===== src/design/dpb_pkg.sv =====
// Shared types, constants and widths of the depth pixel back-projection core.
// Depends on nothing; used by every module of the block.
`default_nettype none

package dpb_pkg;

  localparam int unsigned MaxImageWidth  = 4096;
  localparam int unsigned MaxImageHeight = 4096;

  localparam int unsigned ColW = $clog2(MaxImageWidth);
  localparam int unsigned RowW = $clog2(MaxImageHeight);
  localparam int unsigned PosW = (ColW > RowW) ? ColW : RowW;

  // Register widths.
  localparam int unsigned WidthRegW = 13;
  localparam int unsigned CenterW   = 16;
  localparam int unsigned InvW      = 24;
  localparam int unsigned CfgDataW  = 24;
  localparam int unsigned CfgIdxW   = 3;

  // Field widths.
  localparam int unsigned RawW     = 24;
  localparam int unsigned MmW      = 16;
  localparam int unsigned ZW       = 26;
  localparam int unsigned CoordW   = 32;
  localparam int unsigned InDataW  = 24;
  localparam int unsigned InUserW  = 2;
  localparam int unsigned OutDataW = 96;

  // Arithmetic widths: magnitude of the centered position, its product with Z,
  // the two partial products with the 12-bit halves of 1/f, and their sum.
  localparam int unsigned InvHalfW = InvW / 2;
  localparam int unsigned MagW     = ((PosW + 4) > CenterW) ? (PosW + 4) : CenterW;
  localparam int unsigned AzW      = MagW + ZW;
  localparam int unsigned PartW    = AzW + InvHalfW;
  localparam int unsigned SumW     = AzW + InvW + 1;
  localparam int unsigned FracBits = 28;
  localparam int unsigned QW       = SumW - FracBits;

  localparam int unsigned MmToUm     = 1000;
  localparam int unsigned MinDepthUm = 100;

  // Register reset values.
  localparam logic                 FormatRst   = 1'b0;
  localparam logic [WidthRegW-1:0] WidthRst    = WidthRegW'(640);
  localparam logic [CenterW-1:0]   CenterXRst  = CenterW'(5120);
  localparam logic [CenterW-1:0]   CenterYRst  = CenterW'(3840);
  localparam logic [InvW-1:0]      InvFocalRst = InvW'(31957);

  typedef enum logic [CfgIdxW-1:0] {
    REG_DEPTH_FORMAT = 3'd0,
    REG_IMAGE_WIDTH  = 3'd1,
    REG_CENTER_X     = 3'd2,
    REG_CENTER_Y     = 3'd3,
    REG_INV_FOCAL_X  = 3'd4,
    REG_INV_FOCAL_Y  = 3'd5
  } reg_idx_e;

  typedef enum logic [2:0] {
    ST_IDLE,
    ST_AZ,
    ST_PROD,
    ST_SUM,
    ST_OUT
  } state_e;

  // Commands from the controller to the datapath.
  typedef struct packed {
    logic accept;    // a request is taken this cycle
    logic az_en;     // multiply |d| by Z
    logic prod_en;   // multiply by the two halves of 1/f
    logic sum_en;    // combine partial products and round
    logic out_load;  // saturate and load the output register
  } dp_cmd_t;

  // Status from the datapath to the controller.
  typedef struct packed {
    logic keep;      // the offered pixel yields a point
    logic out_free;  // the output register can take a point this cycle
  } dp_status_t;

endpackage

`default_nettype wire


===== src/design/dpb_ctrl.sv =====
// Controller of the depth back-projection core: sequences one kept pixel
// through the datapath stages. Depends on dpb_pkg.
`default_nettype none

module dpb_ctrl (
  input  wire                       clk_i,
  input  wire                       rst_ni,
  input  wire                       in_valid_i,
  output logic                      in_ready_o,
  input  wire dpb_pkg::dp_status_t  status_i,
  output dpb_pkg::dp_cmd_t          cmd_o
);

  dpb_pkg::state_e state_q, state_d;

  always_ff @(posedge clk_i or negedge rst_ni) begin
    if (!rst_ni) begin
      state_q <= dpb_pkg::ST_IDLE;
    end else begin
      state_q <= state_d;
    end
  end

  always_comb begin
    state_d    = state_q;
    in_ready_o = 1'b0;
    cmd_o      = '0;
    unique case (state_q)
      dpb_pkg::ST_IDLE: begin
        in_ready_o   = 1'b1;
        cmd_o.accept = in_valid_i;
        if (in_valid_i && status_i.keep) begin
          state_d = dpb_pkg::ST_AZ;
        end
      end
      dpb_pkg::ST_AZ: begin
        cmd_o.az_en = 1'b1;
        state_d     = dpb_pkg::ST_PROD;
      end
      dpb_pkg::ST_PROD: begin
        cmd_o.prod_en = 1'b1;
        state_d       = dpb_pkg::ST_SUM;
      end
      dpb_pkg::ST_SUM: begin
        cmd_o.sum_en = 1'b1;
        state_d      = dpb_pkg::ST_OUT;
      end
      dpb_pkg::ST_OUT: begin
        if (status_i.out_free) begin
          cmd_o.out_load = 1'b1;
          state_d        = dpb_pkg::ST_IDLE;
        end
      end
      default: begin
        state_d = dpb_pkg::ST_IDLE;
      end
    endcase
  end

endmodule

`default_nettype wire


===== config.mk =====
export PLATFORM = sky130hd
export DESIGN_NAME = dpb_ctrl
export DESIGN_NICKNAME = d
export VERILOG_FILES = /design/src/design/dpb_pkg.sv /design/src/design/dpb_ctrl.sv
export SDC_FILE = /design/constraint.sdc
export NUM_CORES = 1
export LEC_CHECK = 0
export BUFFER_PORTS_ARGS = -buffer_cell sky130_fd_sc_hd__buf_2
export CELL_PAD_IN_SITES_DETAIL_PLACEMENT = 0
export CELL_PAD_IN_SITES_GLOBAL_PLACEMENT = 2
export CORE_AREA = 2 2 39 41
export DETAILED_ROUTE_END_ITERATION = 10
export DIE_AREA = 0 0 41 43
export HOLD_SLACK_MARGIN = 0.1
export PLACE_DENSITY = 0.59
export SLEW_MARGIN = 20
export SYNTH_ARGS = -nofsm -noshare
export SYNTH_HDL_FRONTEND = slang
export SYNTH_SLANG_ARGS = --single-unit

===== constraint.sdc =====
create_clock -name clk_i -period 2.2 [get_ports clk_i]
set_input_delay 0.11 -clock clk_i [delete_from_list [all_inputs] [get_ports clk_i]]
set_output_delay 0.11 -clock clk_i [all_outputs]
set_load 0.03 [all_outputs]

==> metrics.md <==
| Metric | Value |
|---|---|
| Avg Inst Size Synth | `~11 sq um` |
| Synth top cells by count | `dfrtp_1, nor3_1, nor3b_1` |
| Final Max Slew Viols | `0` |
| Remaining antenna violation count | `0` |
| Setup Skew | `1.554 ps` |
| Grt total ovfl | `0` |
| CTS Root Cell | `clkbuf_4` |
| Headroom to the max-slew limit | `81.23%` |
| Distinct cells, synth | `15` |
| Syn_nets | `24` |
| Largest cells by area after synthesis | `dfrtp_1, buf_12, nor3b_1, nor4b_2, nor3_1` |
| Final setup vio count | `0` |
| Drt wl/cell | `8.021 um` |
| PD cells | `1724 nW/um^2` |
| Final HPWL DP | `~290 um` |
| Top-area cell type share of the netlist area | `37.50%` |
| CP max-delay cell | `dfrtp_1` |
| Synthesized instance count | `19` |
| Worst slew pin tran | `281.5 ps` |
| Worst Hold End | `state_q[0]` |
| Setup TNS | `0 ps` |
| Clock buffer count from CTS | `3` |
| Initial core utilization | `14.47%` |
| Final period util | `roughly three fifths` |
| Vias | `between 150 and 200` |
| Mapped Area | `roughly 200 sq um` |
| DRT iter0 DRCs | `0` |
| Post-CTS Setup Inserts | `0` |
| Routability cong. | `0.6228` |
| Final Hold Viols | `0` |
| Via/cell ratio | `about 3.6` |
| NetSw | `0.2312 mW` |
| Sequential share of power | `30.2%` |
| Number of synthesized register bits | `3` |
| Status | `complete, no violations` |
| Reg clk slew, reported paths | `40 ps` |
| Reg2reg start | `state_q[1]` |
| Finished Cell Area | `274.0 sq um` |
| Die X-Extent | `41 um` |
| Static Leak | `0.1329 nW` |
| Area Growth Syn to Fin | `36.88%` |
| Reg2Reg Depth | `2` |
| H-tree levels | `1` |
| Full die area | `1763 sq um` |
| Min-delay src | `status_i[1]` |
| WHS Path Cells | `3` |
| CTS tree | `yes` |
| Max_cap viols | `0` |
| RSZ-0062 raised after global routing | `false` |
| # rows | `14` |
| Worst-Skew Late Latency | `230 ps` |
| Crit Path Max Fanout | `8` |
| Max VDD drop | `595.0 uV` |
| Setup CP Type | `reg2out` |
| Worst stage delay on the critical path | `470 ps` |
| Main synth FF type | `dfrtp_1` |
| CP Data Required Time | `2090 ps` |
| Worst R2R End | `state_q[2]` |
| Diodes inserted | `0` |
| WP buf/inv | `1` |
| Dpl cell area | `237.7 sq um` |
| Critical path endpoint category | `primary output` |
| Worst-path cell chain | `nor3_2 -> and2_1 -> buf_2` |
| Arr. time, crit path | `approximately 1200 ps` |
| Hold crit path type | `in2reg` |
| I/O Pins | `11` |
| Fin crit period | `1350 ps` |
| CP delay by family, top | `flip-flops` |
| Post-Route WL | `377 um` |
| Post-synth EDFFs | `0` |
| Largest register FFs | `3` |
| Biggest area consumer among synthesized cells | `dfrtp_1` |
| Drt first pass iters | `1` |
| DR DRC count | `0` |
| Post-CTS Resized | `0` |
| Fmax | `741.0 MHz` |
| First-pass GRT wire length | `572 um` |
| Maximum root-to-sink buffer count | `2` |
| Switching Share | `48.94%` |
| Internal power | `0.2412 mW` |
| Reg with most FFs | `state_q` |
| Critical Path Start Type | `flip-flop` |
| Port bufs | `10` |
| Initial antenna violation count | `0` |
| Clock share of power | `roughly 20%` |
| Number of synthesis warnings | `0` |
| Sequential area share after synthesis | `37.50%` |
| Global router's overall resource usage | `~5.4%` |
| Fraction of registers with async set/reset | `100.0%` |
| Biggest regs | `state_q: 3 flops` |
| Die Y | `43 um` |
| Layout cells sized above 1 | `48.39%` |
| Nets | `37` |
| Count leader, synth | `dfrtp_1` |
| CORE AREA | `~1400 sq um` |
| Num Clock Sinks | `3` |
| Largest net degree at the start of global routing | `9` |
| Share of total power in combinational logic | `between 40% and 50%` |
| Vias in the first global route | `166` |
| R2R setup slack | `about 1200 ps` |
[layout by cell type, fill, tap and decap left out]
cell	n
a21oi_1	1
and2_1	1
and3b_1	1
buf_2	10
clkbuf_1	1
clkbuf_4	3
dfrtp_1	3
dlygate4sd3_1	1
nand2_1	1
nor2_1	1
nor3_1	2
nor3_2	1
nor3b_1	2
nor4b_2	1
or2_1	1
xnor2_1	1
[power by group through the flow]
| stage | registers (mW) | logic, mW | clock network [mW] |
|---|---|---|---|
| floorplan | 0.104 | 0.264 | 0 |
| global placement | 0.138 | 0.235 | 0 |
| detailed placement | 0.143 | 0.236 | 0 |
| CTS | 0.142 | 0.238 | 0.102 |
| global route | 0.150 | 0.253 | 0.106 |
| finish | 0.142 | 0.235 | 0.0950 |
[final cells by class]
class,count,area (sq um)
clock buffer,4,26.28
fill,162,1110
multi-input combinational,13,92.59
sequential,3,75.07
tap,16,20.02
timing repair buffer,11,60.06
[how the worst max path moves through the flow]
| stage | slack (ps) | to | depth (start not counted) | start |
|---|---|---|---|---|
| 4_1_cts | 840 | cmd_o[4] | 3 | state_q[1] |
| 6_report | 850 | cmd_o[4] | 3 | state_q[1] |
| 5_1_grt | 770 | cmd_o[4] | 3 | state_q[1] |
| 3_5_place_dp | 1090 | cmd_o[4] | 3 | state_q[1] |
| 3_3_place_gp | 1110 | cmd_o[4] | 3 | state_q[1] |
| 2_1_floorplan | 720 | cmd_o[4] | 3 | state_q[1] |
[metrics by stage]
| stage | cells | util [%] | hold slack, ps | power, mW | worst slack [ps] |
|---|---|---|---|---|---|
| 2_1_floorplan | 19 | - | -185.6 | 0.3680 | 721.5 |
| 3_3_place_gp | 42 | 17.18 | -95.11 | 0.3728 | 1114 |
| 3_5_place_dp | 42 | 17.18 | -90.15 | 0.3787 | 1090 |
| 4_1_cts | 47 | 19.80 | 175.6 | 0.4817 | 836.2 |
| 5_1_grt | 47 | 19.80 | 187.5 | 0.5083 | 766.1 |
| 6_report | 47 | 19.80 | 186.4 | 0.4724 | 850.5 |
[logic make-up after synthesis]
family                 Yosys count  synth area share (%)
AO/OA/AOI/OAI                    1                 2.498
AND/OR/NAND/NOR                 11                 39.37
XOR/XNOR                         1                 4.376
buffers and inverters            3                 16.25
flip-flops                       3                 37.50
[per-layer routing]
| layer | up-vias | share of wire (%) | track usage (%) |
|---|---|---|---|
| li1 | 88 | - | - |
| met1 | 69 | 46 | 5.195 |
| met2 | 10 | 40 | 6.250 |
| met3 | 0 | 14 | 3.141 |
| met4 | 0 | 0 | 8.000 |
| met5 | - | 0 | 0 |
[what timing repair did]
action | CTS | global route
hold buffers | 1 | 0
setup endpoints to repair | 0 | 0
hold endpoints to repair | 3 | 0
[tightest hold or removal path: cells and delay by family]
family	cells	cell delay (ps)
AND/OR/NAND/NOR	1	120
buffers and inverters	1	80
AO/OA/AOI/OAI	1	50
No activity file was read; power rests on OpenSTA's default activity.
